`src/design/skas_pkg.sv`:
```
// session keepalive supervisor: shared types, codes and default values
// no dependencies; imported by the core and by its checker
package skas_pkg;

  // default sizes handed to the core parameters
  localparam int SESSIONS_DEF  = 16;
  localparam int TIME_BITS_DEF = 32;

  // fixed port and field widths
  localparam int CFG_W     = 32;
  localparam int CFG_IDX_W = 3;
  localparam int IDX_W     = 4;
  localparam int MODE_W    = 2;
  localparam int STATE_W   = 3;
  localparam int CALL_W    = 2;
  localparam int TOTAL_W   = 5;
  localparam int LIMIT_W   = 8;
  localparam int ATT_W     = 8;
  localparam int NOW_W     = 32;
  // doubled delay stays below twice the cap
  localparam int DELAY_W   = CFG_W + 1;

  // request kinds
  typedef enum logic [MODE_W-1:0] {
    MODE_CONNECT    = 2'd0,
    MODE_DISCONNECT = 2'd1,
    MODE_TOUCH      = 2'd2,
    MODE_TICK       = 2'd3
  } mode_t;

  // session states as reported on the result channel
  typedef enum logic [STATE_W-1:0] {
    SS_DISCONNECTED = 3'd0,
    SS_CONNECTING   = 3'd1,
    SS_CONNECTED    = 3'd2,
    SS_RECONNECTING = 3'd3,
    SS_FAILED       = 3'd4
  } sess_state_t;

  // driver call issued by a request
  typedef enum logic [CALL_W-1:0] {
    CALL_NONE      = 2'd0,
    CALL_ESTABLISH = 2'd1,
    CALL_PROBE     = 2'd2
  } call_t;

  // configuration register indexes
  localparam logic [CFG_IDX_W-1:0] CFG_KEEPALIVE = 3'd0;
  localparam logic [CFG_IDX_W-1:0] CFG_IDLE_TO   = 3'd1;
  localparam logic [CFG_IDX_W-1:0] CFG_BO_BASE   = 3'd2;
  localparam logic [CFG_IDX_W-1:0] CFG_BO_CAP    = 3'd3;
  localparam logic [CFG_IDX_W-1:0] CFG_ATT_LIMIT = 3'd4;

  // configuration reset values
  localparam logic [CFG_W-1:0]   KEEPALIVE_RST = 32'd30000;
  localparam logic [CFG_W-1:0]   IDLE_TO_RST   = 32'd120000;
  localparam logic [CFG_W-1:0]   BO_BASE_RST   = 32'd1000;
  localparam logic [CFG_W-1:0]   BO_CAP_RST    = 32'd60000;
  localparam logic [LIMIT_W-1:0] ATT_LIMIT_RST = 8'd5;

  // saturation value of the stored attempt count
  localparam logic [ATT_W-1:0] ATT_MAX = {ATT_W{1'b1}};

  // sequencer steps
  typedef enum logic [2:0] {
    SQ_IDLE,
    SQ_READ,
    SQ_EVAL,
    SQ_IDLE_CHK,
    SQ_BACKOFF,
    SQ_RETRY,
    SQ_COMMIT
  } seq_t;

endpackage

```
`src/design/session_keepalive_supervisor_core.sv`:
```
// session keepalive supervisor: session table, sequencer and shared time unit
// depends on skas_pkg
//
// Usage:
//  - in_* is the request channel (valid/ready). A request names a session and
//    carries the mode, the current time and the outcome of the driver call
//    that it triggers. out_* is the result channel (valid/ready), one result
//    per request. cfg_* writes one configuration register per cycle; the
//    user must write only while the block is idle, the block does not enforce it.
//  - One request at a time: in_ready is high only while the sequencer waits.
//    A request passes the table read, evaluate and commit steps before the
//    sequencer waits again; a tick may also run the idle check, a retry time
//    may be computed in a retry step, and a backoff step runs once per
//    doubling (at most the attempt number minus one doublings) plus once to
//    clamp. The single subtract/add-and-compare time unit and the one-port
//    session memory make these steps run one after another.
//  - The result is visible in the cycle after the commit step and waits in the
//    output register; the next request may be accepted and evaluated
//    meanwhile, and its commit waits until the receiver takes the result.
//  - Synchronous reset clears all sessions (valid bits), the live counts,
//    the output valid bit and restores the configuration defaults.
module session_keepalive_supervisor_core #(
  parameter int SESSIONS  = skas_pkg::SESSIONS_DEF,
  parameter int TIME_BITS = skas_pkg::TIME_BITS_DEF
) (
  input  logic                            clk,
  input  logic                            rst_n,
  // configuration write port
  input  logic                            cfg_we,
  input  logic [skas_pkg::CFG_IDX_W-1:0]  cfg_index,
  input  logic [skas_pkg::CFG_W-1:0]      cfg_wdata,
  // request channel
  input  logic                            in_valid,
  output logic                            in_ready,
  input  logic [skas_pkg::MODE_W-1:0]     in_mode,
  input  logic [skas_pkg::IDX_W-1:0]      in_session_index,
  input  logic [skas_pkg::NOW_W-1:0]      in_now,
  input  logic                            in_link_ok,
  // result channel
  output logic                            out_valid,
  input  logic                            out_ready,
  output logic [skas_pkg::STATE_W-1:0]    out_session_state,
  output logic                            out_present,
  output logic                            out_first_event_valid,
  output logic [skas_pkg::STATE_W-1:0]    out_first_event_state,
  output logic                            out_second_event_valid,
  output logic [skas_pkg::STATE_W-1:0]    out_second_event_state,
  output logic [skas_pkg::CALL_W-1:0]     out_driver_call,
  output logic                            out_connect_failed,
  output logic [skas_pkg::TOTAL_W-1:0]    out_connected_total,
  output logic [skas_pkg::TOTAL_W-1:0]    out_reconnecting_total
);
  import skas_pkg::*;

  // derived sizes
  localparam int AW     = (SESSIONS > 1) ? $clog2(SESSIONS) : 1;
  localparam int IXW    = ((AW > IDX_W) ? AW : IDX_W) + 1;
  localparam int CNTW   = $clog2(SESSIONS + 1);
  localparam int TOTW   = (CNTW > TOTAL_W) ? CNTW : TOTAL_W;
  localparam int CMPW   = (TIME_BITS > CFG_W) ? TIME_BITS : CFG_W;
  localparam int EXTW   = (TIME_BITS > DELAY_W) ? TIME_BITS : DELAY_W;
  localparam int ITER_W = ATT_W + 1;

  // configuration registers
  logic [CFG_W-1:0]   cfg_keepalive_r, cfg_idle_r, cfg_base_r, cfg_cap_r;
  logic [LIMIT_W-1:0] cfg_limit_r;

  // sequencer
  seq_t seq_r, seq_nxt;

  // latched request
  mode_t               mode_r, mode_nxt;
  logic [AW-1:0]       addr_r, addr_nxt;
  logic                in_range_r, in_range_nxt;
  logic [TIME_BITS-1:0] now_r, now_nxt;
  logic                ok_r, ok_nxt;

  // session table: valid bits in flops, the rest in memory
  logic [SESSIONS-1:0]  entry_valid_r;
  sess_state_t          state_mem [SESSIONS];
  logic [TIME_BITS-1:0] act_mem   [SESSIONS];
  logic [TIME_BITS-1:0] probe_mem [SESSIONS];
  logic [TIME_BITS-1:0] retry_mem [SESSIONS];
  logic [ATT_W-1:0]     att_mem   [SESSIONS];
  sess_state_t          rd_state_r;
  logic [TIME_BITS-1:0] rd_act_r, rd_probe_r, rd_retry_r;
  logic [ATT_W-1:0]     rd_att_r;
  logic                 mem_we;

  // working copy of the entry
  logic                 vld_w_r, vld_w_nxt;
  sess_state_t          st_w_r, st_w_nxt;
  logic [TIME_BITS-1:0] act_w_r, act_w_nxt;
  logic [TIME_BITS-1:0] probe_w_r, probe_w_nxt;
  logic [TIME_BITS-1:0] retry_w_r, retry_w_nxt;
  logic [ATT_W-1:0]     att_w_r, att_w_nxt;

  // backoff iteration
  logic [DELAY_W-1:0] delay_r, delay_nxt;
  logic [ITER_W-1:0]  iter_r, iter_nxt;
  logic [ITER_W-1:0]  att9_r, att9_nxt;
  logic               retry_pend_r, retry_pend_nxt;

  // per-request report
  call_t       call_r, call_nxt;
  logic        cfail_r, cfail_nxt;
  logic        ev0_v_r, ev0_v_nxt, ev1_v_r, ev1_v_nxt;
  sess_state_t ev0_s_r, ev0_s_nxt, ev1_s_r, ev1_s_nxt;

  // live counts
  logic [CNTW-1:0] conn_cnt_r, conn_cnt_nxt;
  logic [CNTW-1:0] recon_cnt_r, recon_cnt_nxt;

  // output register
  logic               out_valid_r, out_valid_nxt;
  sess_state_t        out_state_r, out_state_nxt;
  logic               out_present_r, out_present_nxt;
  logic               out_ev0_v_r, out_ev0_v_nxt, out_ev1_v_r, out_ev1_v_nxt;
  sess_state_t        out_ev0_s_r, out_ev0_s_nxt, out_ev1_s_r, out_ev1_s_nxt;
  call_t              out_call_r, out_call_nxt;
  logic               out_cfail_r, out_cfail_nxt;
  logic [TOTAL_W-1:0] out_conn_r, out_conn_nxt, out_recon_r, out_recon_nxt;

  // shared time unit
  logic                 u_sub;
  logic [TIME_BITS-1:0] u_b, u_res;
  logic [CFG_W-1:0]     u_span;
  logic                 u_neg, u_ge;

  // request decode helpers
  logic [IXW-1:0]       idx_ext;
  logic [EXTW-1:0]      now_ext, dly_ext;
  logic                 cur_vld, tick_conn, tick_recon, probe_due, retry_ok;
  logic [ITER_W-1:0]    att_inc;
  logic                 att_over, boff_cont, out_free, commit_go;
  logic                 old_conn, old_recon, new_conn, new_recon;
  logic [TOTW-1:0]      conn_wide, recon_wide;

  // configuration writes
  always_ff @(posedge clk) begin
    if (!rst_n) begin
      cfg_keepalive_r <= KEEPALIVE_RST;
      cfg_idle_r      <= IDLE_TO_RST;
      cfg_base_r      <= BO_BASE_RST;
      cfg_cap_r       <= BO_CAP_RST;
      cfg_limit_r     <= ATT_LIMIT_RST;
    end else if (cfg_we) begin
      case (cfg_index)
        CFG_KEEPALIVE: cfg_keepalive_r <= cfg_wdata;
        CFG_IDLE_TO:   cfg_idle_r      <= cfg_wdata;
        CFG_BO_BASE:   cfg_base_r      <= cfg_wdata;
        CFG_BO_CAP:    cfg_cap_r       <= cfg_wdata;
        CFG_ATT_LIMIT: cfg_limit_r     <= cfg_wdata[LIMIT_W-1:0];
        default: ;
      endcase
    end
  end

  // request decode and decision terms
  always_comb begin
    idx_ext    = IXW'(in_session_index);
    now_ext    = EXTW'(in_now);
    dly_ext    = EXTW'(delay_r);
    cur_vld    = in_range_r && entry_valid_r[addr_r];
    tick_conn  = (mode_r == MODE_TICK) && cur_vld && (rd_state_r == SS_CONNECTED);
    tick_recon = (mode_r == MODE_TICK) && cur_vld && (rd_state_r == SS_RECONNECTING);
    probe_due  = !u_neg && u_ge;
    retry_ok   = !u_neg;
    att_inc    = {1'b0, rd_att_r} + ITER_W'(1);
    att_over   = att_inc > {1'b0, cfg_limit_r};
    boff_cont  = (iter_r < att9_r) && (delay_r < {1'b0, cfg_cap_r});
    out_free   = !out_valid_r || out_ready;
    commit_go  = (seq_r == SQ_COMMIT) && out_free;
    mem_we     = commit_go && in_range_r;
  end

  // shared time unit: now minus a stamp (with span compare) or now plus a delay
  always_comb begin
    u_sub  = 1'b1;
    u_b    = rd_probe_r;
    u_span = cfg_keepalive_r;
    unique case (seq_r)
      SQ_EVAL: begin
        if (rd_state_r == SS_CONNECTED) begin
          u_b    = rd_probe_r;
          u_span = cfg_keepalive_r;
        end else begin
          u_b    = rd_retry_r;
          u_span = '0;
        end
      end
      SQ_IDLE_CHK: begin
        u_b    = act_w_r;
        u_span = cfg_idle_r;
      end
      SQ_RETRY: begin
        u_sub  = 1'b0;
        u_b    = dly_ext[TIME_BITS-1:0];
        u_span = '0;
      end
      default: ;
    endcase
    u_res = u_sub ? (now_r - u_b) : (now_r + u_b);
    u_neg = u_res[TIME_BITS-1];
    u_ge  = CMPW'(u_res) >= CMPW'(u_span);
  end

  // next step of the sequencer
  always_comb begin
    seq_nxt = seq_r;
    unique case (seq_r)
      SQ_IDLE:  if (in_valid) seq_nxt = SQ_READ;
      SQ_READ:  seq_nxt = SQ_EVAL;
      SQ_EVAL: begin
        priority if (!in_range_r)
          seq_nxt = SQ_COMMIT;
        else if (mode_r == MODE_CONNECT)
          seq_nxt = ok_r ? SQ_COMMIT : SQ_RETRY;
        else if (tick_conn)
          seq_nxt = SQ_IDLE_CHK;
        else if (tick_recon && retry_ok && !att_over && !ok_r)
          seq_nxt = SQ_BACKOFF;
        else
          seq_nxt = SQ_COMMIT;
      end
      SQ_IDLE_CHK: seq_nxt = retry_pend_r ? SQ_RETRY : SQ_COMMIT;
      SQ_BACKOFF:  seq_nxt = boff_cont ? SQ_BACKOFF : SQ_RETRY;
      SQ_RETRY:    seq_nxt = SQ_COMMIT;
      SQ_COMMIT:   if (out_free) seq_nxt = SQ_IDLE;
      default:     seq_nxt = SQ_IDLE;
    endcase
  end

  // datapath updates per step
  always_comb begin
    mode_nxt       = mode_r;
    addr_nxt       = addr_r;
    in_range_nxt   = in_range_r;
    now_nxt        = now_r;
    ok_nxt         = ok_r;
    vld_w_nxt      = vld_w_r;
    st_w_nxt       = st_w_r;
    act_w_nxt      = act_w_r;
    probe_w_nxt    = probe_w_r;
    retry_w_nxt    = retry_w_r;
    att_w_nxt      = att_w_r;
    delay_nxt      = delay_r;
    iter_nxt       = iter_r;
    att9_nxt       = att9_r;
    retry_pend_nxt = retry_pend_r;
    call_nxt       = call_r;
    cfail_nxt      = cfail_r;
    ev0_v_nxt      = ev0_v_r;
    ev0_s_nxt      = ev0_s_r;
    ev1_v_nxt      = ev1_v_r;
    ev1_s_nxt      = ev1_s_r;

    unique case (seq_r)
      // latch the request
      SQ_IDLE: begin
        if (in_valid) begin
          mode_nxt     = mode_t'(in_mode);
          addr_nxt     = idx_ext[AW-1:0];
          in_range_nxt = idx_ext < IXW'(SESSIONS);
          now_nxt      = now_ext[TIME_BITS-1:0];
          ok_nxt       = in_link_ok;
        end
      end

      // apply the request to the entry just read
      SQ_EVAL: begin
        vld_w_nxt      = cur_vld;
        st_w_nxt       = rd_state_r;
        act_w_nxt      = rd_act_r;
        probe_w_nxt    = rd_probe_r;
        retry_w_nxt    = rd_retry_r;
        att_w_nxt      = rd_att_r;
        delay_nxt      = DELAY_W'(cfg_base_r);
        iter_nxt       = ITER_W'(1);
        att9_nxt       = att_inc;
        retry_pend_nxt = 1'b0;
        call_nxt       = CALL_NONE;
        cfail_nxt      = 1'b0;
        ev0_v_nxt      = 1'b0;
        ev0_s_nxt      = SS_DISCONNECTED;
        ev1_v_nxt      = 1'b0;
        ev1_s_nxt      = SS_DISCONNECTED;
        if (in_range_r) begin
          unique case (mode_r)
            MODE_CONNECT: begin
              vld_w_nxt = 1'b1;
              att_w_nxt = '0;
              call_nxt  = CALL_ESTABLISH;
              ev0_v_nxt = 1'b1;
              if (ok_r) begin
                st_w_nxt    = SS_CONNECTED;
                act_w_nxt   = now_r;
                probe_w_nxt = now_r;
                ev0_s_nxt   = SS_CONNECTED;
              end else begin
                st_w_nxt  = SS_FAILED;
                cfail_nxt = 1'b1;
                ev0_s_nxt = SS_FAILED;
              end
            end
            MODE_DISCONNECT: begin
              if (cur_vld) begin
                vld_w_nxt = 1'b0;
                st_w_nxt  = SS_DISCONNECTED;
                ev0_v_nxt = 1'b1;
                ev0_s_nxt = SS_DISCONNECTED;
              end
            end
            MODE_TOUCH: begin
              if (cur_vld) act_w_nxt = now_r;
            end
            MODE_TICK: begin
              if (tick_conn && probe_due) begin
                call_nxt    = CALL_PROBE;
                probe_w_nxt = now_r;
                if (ok_r) begin
                  act_w_nxt = now_r;
                end else begin
                  st_w_nxt       = SS_RECONNECTING;
                  att_w_nxt      = '0;
                  ev0_v_nxt      = 1'b1;
                  ev0_s_nxt      = SS_RECONNECTING;
                  retry_pend_nxt = 1'b1;
                end
              end else if (tick_recon && retry_ok) begin
                att_w_nxt = att_inc[ATT_W] ? ATT_MAX : att_inc[ATT_W-1:0];
                if (att_over) begin
                  st_w_nxt  = SS_FAILED;
                  ev0_v_nxt = 1'b1;
                  ev0_s_nxt = SS_FAILED;
                end else begin
                  call_nxt = CALL_ESTABLISH;
                  if (ok_r) begin
                    st_w_nxt    = SS_CONNECTED;
                    act_w_nxt   = now_r;
                    probe_w_nxt = now_r;
                    att_w_nxt   = '0;
                    ev0_v_nxt   = 1'b1;
                    ev0_s_nxt   = SS_CONNECTED;
                  end
                end
              end
            end
            default: ;
          endcase
        end
      end

      // idle timeout on a connected session, after any probe
      SQ_IDLE_CHK: begin
        if (!u_neg && u_ge) begin
          st_w_nxt = SS_DISCONNECTED;
          if (ev0_v_r) begin
            ev1_v_nxt = 1'b1;
            ev1_s_nxt = SS_DISCONNECTED;
          end else begin
            ev0_v_nxt = 1'b1;
            ev0_s_nxt = SS_DISCONNECTED;
          end
        end
      end

      // one doubling per cycle, clamp to the cap on exit
      SQ_BACKOFF: begin
        if (boff_cont) begin
          delay_nxt = {delay_r[DELAY_W-2:0], 1'b0};
          iter_nxt  = iter_r + ITER_W'(1);
        end else if (delay_r >= {1'b0, cfg_cap_r}) begin
          delay_nxt = {1'b0, cfg_cap_r};
        end
      end

      // retry time from the shared adder
      SQ_RETRY: retry_w_nxt = u_res;

      default: ;
    endcase
  end

  // live count deltas and result fields
  always_comb begin
    old_conn  = cur_vld && (rd_state_r == SS_CONNECTED);
    old_recon = cur_vld && (rd_state_r == SS_RECONNECTING);
    new_conn  = vld_w_r && (st_w_r == SS_CONNECTED);
    new_recon = vld_w_r && (st_w_r == SS_RECONNECTING);

    conn_cnt_nxt  = conn_cnt_r;
    recon_cnt_nxt = recon_cnt_r;
    if (commit_go) begin
      conn_cnt_nxt  = conn_cnt_r + CNTW'(new_conn) - CNTW'(old_conn);
      recon_cnt_nxt = recon_cnt_r + CNTW'(new_recon) - CNTW'(old_recon);
    end
    conn_wide  = TOTW'(conn_cnt_nxt);
    recon_wide = TOTW'(recon_cnt_nxt);

    out_valid_nxt   = out_valid_r && !out_ready;
    out_state_nxt   = out_state_r;
    out_present_nxt = out_present_r;
    out_ev0_v_nxt   = out_ev0_v_r;
    out_ev0_s_nxt   = out_ev0_s_r;
    out_ev1_v_nxt   = out_ev1_v_r;
    out_ev1_s_nxt   = out_ev1_s_r;
    out_call_nxt    = out_call_r;
    out_cfail_nxt   = out_cfail_r;
    out_conn_nxt    = out_conn_r;
    out_recon_nxt   = out_recon_r;
    if (commit_go) begin
      out_valid_nxt   = 1'b1;
      out_state_nxt   = vld_w_r ? st_w_r : SS_DISCONNECTED;
      out_present_nxt = vld_w_r;
      out_ev0_v_nxt   = ev0_v_r;
      out_ev0_s_nxt   = ev0_s_r;
      out_ev1_v_nxt   = ev1_v_r;
      out_ev1_s_nxt   = ev1_s_r;
      out_call_nxt    = call_r;
      out_cfail_nxt   = cfail_r;
      out_conn_nxt    = conn_wide[TOTAL_W-1:0];
      out_recon_nxt   = recon_wide[TOTAL_W-1:0];
    end
  end

  // control registers
  always_ff @(posedge clk) begin
    if (!rst_n) begin
      seq_r         <= SQ_IDLE;
      entry_valid_r <= '0;
      conn_cnt_r    <= '0;
      recon_cnt_r   <= '0;
      out_valid_r   <= 1'b0;
    end else begin
      seq_r       <= seq_nxt;
      conn_cnt_r  <= conn_cnt_nxt;
      recon_cnt_r <= recon_cnt_nxt;
      out_valid_r <= out_valid_nxt;
      if (mem_we) entry_valid_r[addr_r] <= vld_w_r;
    end
  end

  // payload and working registers
  always_ff @(posedge clk) begin
    mode_r         <= mode_nxt;
    addr_r         <= addr_nxt;
    in_range_r     <= in_range_nxt;
    now_r          <= now_nxt;
    ok_r           <= ok_nxt;
    vld_w_r        <= vld_w_nxt;
    st_w_r         <= st_w_nxt;
    act_w_r        <= act_w_nxt;
    probe_w_r      <= probe_w_nxt;
    retry_w_r      <= retry_w_nxt;
    att_w_r        <= att_w_nxt;
    delay_r        <= delay_nxt;
    iter_r         <= iter_nxt;
    att9_r         <= att9_nxt;
    retry_pend_r   <= retry_pend_nxt;
    call_r         <= call_nxt;
    cfail_r        <= cfail_nxt;
    ev0_v_r        <= ev0_v_nxt;
    ev0_s_r        <= ev0_s_nxt;
    ev1_v_r        <= ev1_v_nxt;
    ev1_s_r        <= ev1_s_nxt;
    out_state_r    <= out_state_nxt;
    out_present_r  <= out_present_nxt;
    out_ev0_v_r    <= out_ev0_v_nxt;
    out_ev0_s_r    <= out_ev0_s_nxt;
    out_ev1_v_r    <= out_ev1_v_nxt;
    out_ev1_s_r    <= out_ev1_s_nxt;
    out_call_r     <= out_call_nxt;
    out_cfail_r    <= out_cfail_nxt;
    out_conn_r     <= out_conn_nxt;
    out_recon_r    <= out_recon_nxt;
  end

  // session memory: one write and one registered read per cycle
  always_ff @(posedge clk) begin
    if (mem_we) begin
      state_mem[addr_r] <= st_w_r;
      act_mem[addr_r]   <= act_w_r;
      probe_mem[addr_r] <= probe_w_r;
      retry_mem[addr_r] <= retry_w_r;
      att_mem[addr_r]   <= att_w_r;
    end
    if (seq_r == SQ_READ) begin
      rd_state_r <= state_mem[addr_r];
      rd_act_r   <= act_mem[addr_r];
      rd_probe_r <= probe_mem[addr_r];
      rd_retry_r <= retry_mem[addr_r];
      rd_att_r   <= att_mem[addr_r];
    end
  end

  // port drive
  assign in_ready               = (seq_r == SQ_IDLE);
  assign out_valid              = out_valid_r;
  assign out_session_state      = out_state_r;
  assign out_present            = out_present_r;
  assign out_first_event_valid  = out_ev0_v_r;
  assign out_first_event_state  = out_ev0_s_r;
  assign out_second_event_valid = out_ev1_v_r;
  assign out_second_event_state = out_ev1_s_r;
  assign out_driver_call        = out_call_r;
  assign out_connect_failed     = out_cfail_r;
  assign out_connected_total    = out_conn_r;
  assign out_reconnecting_total = out_recon_r;

endmodule

```
`config.mk`:
```
export PLATFORM = sky130hd
export DESIGN_NAME = session_keepalive_supervisor_core
export DESIGN_NICKNAME = d
export VERILOG_FILES = /design/src/design/skas_pkg.sv /design/src/design/session_keepalive_supervisor_core.sv
export SDC_FILE = /design/constraint.sdc
export NUM_CORES = 2
export LEC_CHECK = 0
export BUFFER_PORTS_ARGS = -buffer_cell sky130_fd_sc_hd__buf_2
export CAP_MARGIN = 15
export CORE_ASPECT_RATIO = 1.4
export CORE_MARGIN = 1
export CORE_UTILIZATION = 25
export DETAILED_ROUTE_END_ITERATION = 8
export PLACE_DENSITY = 0.49
export RECOVER_POWER = 25
export SYNTH_ARGS = -nofsm -noshare
export SYNTH_HDL_FRONTEND = slang
export SYNTH_SLANG_ARGS = --single-unit
```
`constraint.sdc`:
```
create_clock -name clk -period 16.1 [get_ports clk]
set_input_delay 2.415 -clock clk [delete_from_list [all_inputs] [get_ports clk]]
set_output_delay 2.415 -clock clk [all_outputs]
set_load 0.005 [all_outputs]
```
Word level (Yosys, flattened, before mapping)
Memories as Yosys holds them, arrays and structs flattened. A register that Yosys moved wholly into a read port is not among the register bits.
Index checks and enable logic that the tools add are counted.
{"block": "op_classes", "n_addsub": 8, "magnitude_cmp": 8, "n_eq_ne": 24, "muxes": 95, "reduce_logical": 44}
{"op": "two-way mux 32 bit", "n": 14}
{"op": "one-hot mux 32 bit (3 select lines)", "n": 3}
{"op": "one-hot mux 32 bit (2 select lines)", "n": 2}
{"op": "two-way mux 3 bit", "n": 22}
{"op": "two-way mux 33 bit", "n": 2}
{"op": "one-hot mux 33 bit (2 select lines)", "n": 1}
{"op": "two-way mux 8 bit", "n": 7}
{"op": "greater-or-equal comparator 33 x 32 -> 1 bit", "n": 1}
{"op": "< comparator 33 x 32 -> 1 bit", "n": 1}
{"op": "adder 32 bit", "n": 1}
{"op": "greater-or-equal comparator 32 bit", "n": 1}
{"op": "subtractor 32 bit", "n": 1}
{"op": "equality test 3 x 2 -> 1 bit, second input constant", "n": 8}
{"op": "one-hot mux 3 bit (2 select lines)", "n": 4}
{"op": "AND reduction 2 bit", "n": 11}
{"op": "one-hot mux 3 bit (7 select lines)", "n": 1}
{"op": "two-way mux 1 bit", "n": 19}
{"op": "logical AND 1 bit", "n": 18}
{"op": "one-hot mux 9 bit (2 select lines)", "n": 1}
{"op": "bitwise mux 16 bit", "n": 1}
{"op": "one-hot mux 8 bit (2 select lines)", "n": 1}
{"op": "equality test 3 bit, second input constant", "n": 4}
{"op": "two-way mux 2 bit", "n": 6}
{"op": "!= test 2 bit, second input constant", "n": 6}
{"op": "26 further kinds", "n": 43}
{"block": "totals", "register_bits": 402, "mem_bits_rw": 1712, "in_bits": 79, "out_inout_bits": 27, "mem_count": 5}
{"name": "act_mem", "words": 16, "word_bits": 32, "read_ports": 1, "rd_clocked_by_memory_dff": 1, "write_ports": 1, "line_no": "session_keepalive_supervisor_core.sv:81", "text": "logic [TIME_BITS-1:0] act_mem [SESSIONS];"}
{"name": "probe_mem", "words": 16, "word_bits": 32, "read_ports": 1, "rd_clocked_by_memory_dff": 1, "write_ports": 1, "line_no": "session_keepalive_supervisor_core.sv:82", "text": "logic [TIME_BITS-1:0] probe_mem [SESSIONS];"}
{"name": "retry_mem", "words": 16, "word_bits": 32, "read_ports": 1, "rd_clocked_by_memory_dff": 1, "write_ports": 1, "line_no": "session_keepalive_supervisor_core.sv:83", "text": "logic [TIME_BITS-1:0] retry_mem [SESSIONS];"}
{"name": "att_mem", "words": 16, "word_bits": 8, "read_ports": 1, "rd_clocked_by_memory_dff": 1, "write_ports": 1, "line_no": "session_keepalive_supervisor_core.sv:84", "text": "logic [ATT_W-1:0] att_mem [SESSIONS];"}
{"name": "state_mem", "words": 16, "word_bits": 3, "read_ports": 1, "rd_clocked_by_memory_dff": 1, "write_ports": 1, "line_no": "session_keepalive_supervisor_core.sv:80", "text": "sess_state_t state_mem [SESSIONS];"}

Logic depth before layout (Yosys ltp)
{"block": "depth", "depth_word": 14, "mapped_depth": 36}

Least setup slack after synthesis
Ideal clock, no wire load.
{"block": "synth_timing", "kind": "in2reg", "start": "input out_ready", "end": "register entry_valid_r[3]", "setup_ns": 0.125, "arrival_time_ns": 11.443, "t_required_ns": 15.975, "setup_slack_ns": 4.532, "path_stages": 7, "path_cell_list": "nand2b_1 nand3_1 clkinv_1 nand3_1 nor3_1 mux2i_1 nor2b_1"}
{"block": "synth_between", "elab_chain_len": 3}
{"element": "from (decl)", "line_no": "session_keepalive_supervisor_core.sv:41", "text": "input logic out_ready,"}
{"element": "logical OR 1 bit", "line_no": "session_keepalive_supervisor_core.sv:172", "text": "out_free = !out_valid_r || out_ready;"}
{"element": "logical AND 1 bit", "line_no": "session_keepalive_supervisor_core.sv:173", "text": "commit_go = (seq_r == SQ_COMMIT) && out_free;"}
{"element": "net commit_go", "line_no": "session_keepalive_supervisor_core.sv:135", "text": "logic att_over, boff_cont, out_free, commit_go;"}
{"element": "logical AND 1 bit", "line_no": "session_keepalive_supervisor_core.sv:174", "text": "mem_we = commit_go && in_range_r;"}
{"element": "to (signal, indexed assignment)", "line_no": "session_keepalive_supervisor_core.sv:440", "text": "if (mem_we) entry_valid_r[addr_r] <= vld_w_r;"}
{"element": "to (decl)", "line_no": "session_keepalive_supervisor_core.sv:79", "text": "logic [SESSIONS-1:0] entry_valid_r;"}
The timed path passes the listed nets, and every way through them passes these cells.
A chain may end at the register's enable or synchronous reset.

Final worst setup path
{"block": "layout_timing", "start": "register seq_r[1]", "end": "register act_w_r[18] (data pin)"}
{"block": "layout_between", "elab_chain_len": 10, "word_cells_on_any_way": 17, "classes_between": "2 x add/sub; 1 x order compare; 3 x eq/ne; 7 x mux; 4 x reduce/logical"}
{"element": "from (decl)", "line_no": "session_keepalive_supervisor_core.sv:69", "text": "seq_t seq_r, seq_nxt;"}
{"element": "from (signal assigned)", "line_no": "session_keepalive_supervisor_core.sv:436", "text": "seq_r <= seq_nxt;"}
{"element": "equality test 3 bit / equality test 3 x 2 -> 1 bit (equally long branches)", "line_no": "session_keepalive_supervisor_core.sv:182", "text": "unique case (seq_r)"}
{"element": "one-hot mux 32 bit (3 select lines)", "line_no": "session_keepalive_supervisor_core.sv:182"}
{"element": "subtractor 32 bit / adder 32 bit (equally long branches)", "line_no": "session_keepalive_supervisor_core.sv:203", "text": "u_res = u_sub ? (now_r - u_b) : (now_r + u_b);"}
{"element": "two-way mux 32 bit", "line_no": "session_keepalive_supervisor_core.sv:203"}
{"element": "greater-or-equal comparator 32 bit / logical NOT 1 bit (equally long branches)", "line_no": "session_keepalive_supervisor_core.sv:205, session_keepalive_supervisor_core.sv:167, session_keepalive_supervisor_core.sv:168"}
{"element": "logical AND 1 bit, on equally long branches", "line_no": "session_keepalive_supervisor_core.sv:167, session_keepalive_supervisor_core.sv:330"}
{"element": "logical AND 1 bit / two-way mux 32 bit (equally long branches)", "line_no": "session_keepalive_supervisor_core.sv:318, session_keepalive_supervisor_core.sv:330"}
{"element": "two-way mux 32 bit *", "line_no": "session_keepalive_supervisor_core.sv:318", "text": "if (tick_conn && probe_due) begin"}
{"element": "one-hot mux 32 bit (3 select lines) *", "line_no": "session_keepalive_supervisor_core.sv:289", "text": "unique case (mode_r)"}
{"element": "two-way mux 32 bit *", "line_no": "session_keepalive_supervisor_core.sv:288", "text": "if (in_range_r) begin"}
{"element": "to (signal assigned)", "line_no": "session_keepalive_supervisor_core.sv:453", "text": "act_w_r <= act_w_nxt;"}
{"element": "to (decl)", "line_no": "session_keepalive_supervisor_core.sv:93", "text": "logic [TIME_BITS-1:0] act_w_r, act_w_nxt;"}
Every way passes the cells marked *; elsewhere a longest branch is shown, timed or not.

==> impl_metrics.ini <==
[run_status]
outcome = complete, no violations

[yosys]
synth_edf_count = 2048
yosysSeqAreaShare = 0.7158
yosys_warnings = 0
synth-seq-cells = 2214
avgSynthCellArea_um2 = 17.90
synth_area_mm2 = 0.09056
synth-main-ff-cell = edfxtp_1
synth_cell_types = 87
synthArstFlopShare = 0
netlist_instances = 5060

[sta]
slew_headroom = 0.1846
worst_slew_pin_slew_ns = 1.223
fmax_mhz = 108.0
min_period_over_period = 0.5753
post-route-min-period_ns = 9.262
drv_slew = 0
setup_viol = 0
grt_setup_unrepaired = false
setup_tns_ns = 0
hold_violations = 0
clock_skew_ns = 0.1121

[worst_setup_path]
end_kind = flop
r2r.worst_path.cells = 27
crit_arrival_ns = 9.97
cp.required_ns = 16.81
path_max_fanout = 59
path_class = reg2reg
startpoint_type = flop

[route]
postRouteAntennaNets = 0
dr_total_vias = 48230
wirelength_mm = 283.4
vias_per_cell = 4.774
drt_iter0_drc = 4015
drtPass1Iterations = 6
route.detailed.drc = 0
wire_per_inst_um = 28.05

[cts]
cts_buffers = 208
postCtsHoldBufs = 0
clockBufferDepth = 4
cts_root_buf = clkbuf_16
ctsResizeCount = 0
post_cts_buffers = 0
clk_latency_ns = 0.91
cts_tree = yes
clkSinkCount = 2214
htreeDepth = 4
path_clk_slew_ns = 0.07

[worst_hold_path]
holdPathStages = 2
holdCritPathClass = reg2reg

[floorplanning]
rows = 261
die_area_mm2 = 0.3647
initial_core_util = 0.2512
ios = 106
die_h_um = 714.1
die_x_um = 510.7
core_area_mm2 = 0.3605

[place]
gp_congestion = 0.8814
portBuffers = 102
hpwl_mm = 170.7

[power_and_ir_drop]
clkPwrFrac = 0.357
combPwrFrac = 0.139
intPower_mw = 9.916
p_sw_mw = 3.638
p_leak_nw = 32.38
worst_ir_drop_vdd_mv = 0.09341
power_frac_seq = 0.505
swShare = 0.2684
p_per_area_mw_per_mm2 = 131.1

[finish]
fill_cells = 35770
utilization = 0.2868
multiInputGateArea_mm2 = 0.02408
drive_gt1_frac = 0.2093
syn2layout_area_growth_pct = 14.19
seqCellArea_mm2 = 0.06482
nNetsFinal = 5409

[global_routing]
grt_max_degree = 105
grt_overflow = 0
grt_pass1_wl_mm = 397.8
grt_pass1_vias = 50630
grtUsageTotal = 0.1530
antenna_found_initial = 25

[job]
cap_violations = 0
[cells in the mapped netlist (52+ instances only)]
cell,instances,area [um2]
nand2_1,539,2023
edfxtp_1,2048,61500
a21oi_1,143,715.7
ha_1,129,1614
mux4_2,539,12140
o21ai_0,168,840.8
nor2_1,88,330.3
inv_1,173,649.4
a221o_1,52,520.5
dfxtp_1,166,3323
buf_1,61,229.0
a21boi_0,121,908.4
clkbuf_1,188,705.7
[worst max-delay path: stages (launching register included)]
cell       delay (ns)
dfxtp_2          0.95
or3b_2           0.68
nor2_4           0.62
a221o_2          0.31
inv_1            0.06
ha_1             0.24
nand3_1          0.15
o21ai_0          0.14
xnor2_1          0.28
ha_1             0.34
a211oi_1         0.33
nor2_1           0.12
a311oi_2         0.38
o21ai_1          0.20
a41oi_2          0.35
o31ai_1          0.18
a221o_1          0.39
nand3_2          0.19
and2_4           0.21
clkinv_4         0.07
ha_1             0.30
nand4_1          0.15
or3_1            0.37
o21ai_0          0.48
o211a_4          0.42
buf_4            0.68
o21bai_1         0.17
a2bb2oi_1        0.20
[state kept, by name (all words and copies together), names as in the netlist, 8 cells and up]
signal and flops:
probe_mem 512, retry_w_r 32, entry_valid_r 16, att_mem 128
now_r 32, cfg_base_r 32, cfg_limit_r 8, retry_mem 512
iter_r 9, cfg_idle_r 32, rd_act_r 32, probe_w_r 32
rd_retry_r 32, cfg_keepalive_r 32, att_w_r 8, cfg_cap_r 32
rd_att_r 8, act_w_r 32, act_mem 512, state_mem 48
att9_r 9, rd_probe_r 32, delay_r 33
[path summary, 6_finish.rpt]
| kind | startpoint | end | slack (ns) |
|---|---|---|---|
| worst min register to register | cfg_idle_r[24] | cfg_idle_r[24] | 0.47 |
| worst max-delay path | seq_r[1] | act_w_r[18] | 6.84 |
| worst min-delay path | cfg_idle_r[24] | cfg_idle_r[24] | 0.47 |
| worst max register to register | seq_r[1] | act_w_r[18] | 6.84 |
[power by group through the flow]
| stage | clock network [mW] | registers (mW) | logic [mW] |
|---|---|---|---|
| final | 4.83 | 6.84 | 1.88 |
| after floorplan | 0 | 6.77 | 1.29 |
| after global placement | 0 | 6.96 | 1.88 |
| after CTS | 4.96 | 6.85 | 1.90 |
| after global routing | 5.12 | 6.85 | 2.02 |
| after detailed placement | 0 | 6.97 | 1.89 |
[kinds of logic after synthesis]
group,count (synthesis),share of synthesized area
xor gates and xnor gates,76,0.007351
AOI/OAI and AO/OA,786,0.06084
buffers and inverters,456,0.02021
other,1,0.00004141
adders and majority gates,132,0.01849
muxes,558,0.1363
DFF,2214,0.7158
and+or+nand+nor,837,0.04099
[stage by stage]
| step | std cells | total power, mW | setup slack (ns) | area [um2] | hold WS (ns) |
|---|---|---|---|---|---|
| 2_1_floorplan | 5062 | 8.059 | 4.532 | 90560 | 0.4003 |
| 3_3_place_gp | 9722 | 8.835 | 7.030 | 96970 | 0.4500 |
| 3_5_place_dp | 9722 | 8.860 | 7.008 | 96970 | 0.4541 |
| 4_1_cts | 10090 | 13.70 | 6.942 | 103400 | 0.4678 |
| 5_1_grt | 10090 | 14.00 | 6.247 | 103400 | 0.4830 |
| 6_report | 10100 | 13.55 | 6.838 | 103400 | 0.4658 |
[cell type report]
class	count	area share
diodes	13	0.0003146
clock buffers	264	0.05306
clock inverters	104	0.008893
inverters	176	0.006534
multi-input cells	2392	0.2329
flip-flops and latches	2214	0.6269
well taps	4734	0.05728
repair buffers	206	0.01420
[layer usage]
metal | part of all wire | wire (um) | track usage
met1 | 0.37 | 104700 | 0.1696
met3 | 0.038 | 10730 | 0.01658
met2 | 0.53 | 150500 | 0.2839
met4 | 0.062 | 17440 | 0.08472
met5 | 0.00014 | 41 | 0
[layout by cell type (no fill, tap or decap), types with 101 or more instances in the layout]
cell type	synthesis	routed
ha_1	129	126
inv_1	173	171
buf_2	16	101
nand2_1	539	537
a21boi_0	121	121
a21oi_1	143	142
mux4_2	539	539
dfxtp_1	166	165
clkbuf_16	0	209
edfxtp_1	2048	2048
o21ai_0	168	167
(Power assumes the default switching activity.)
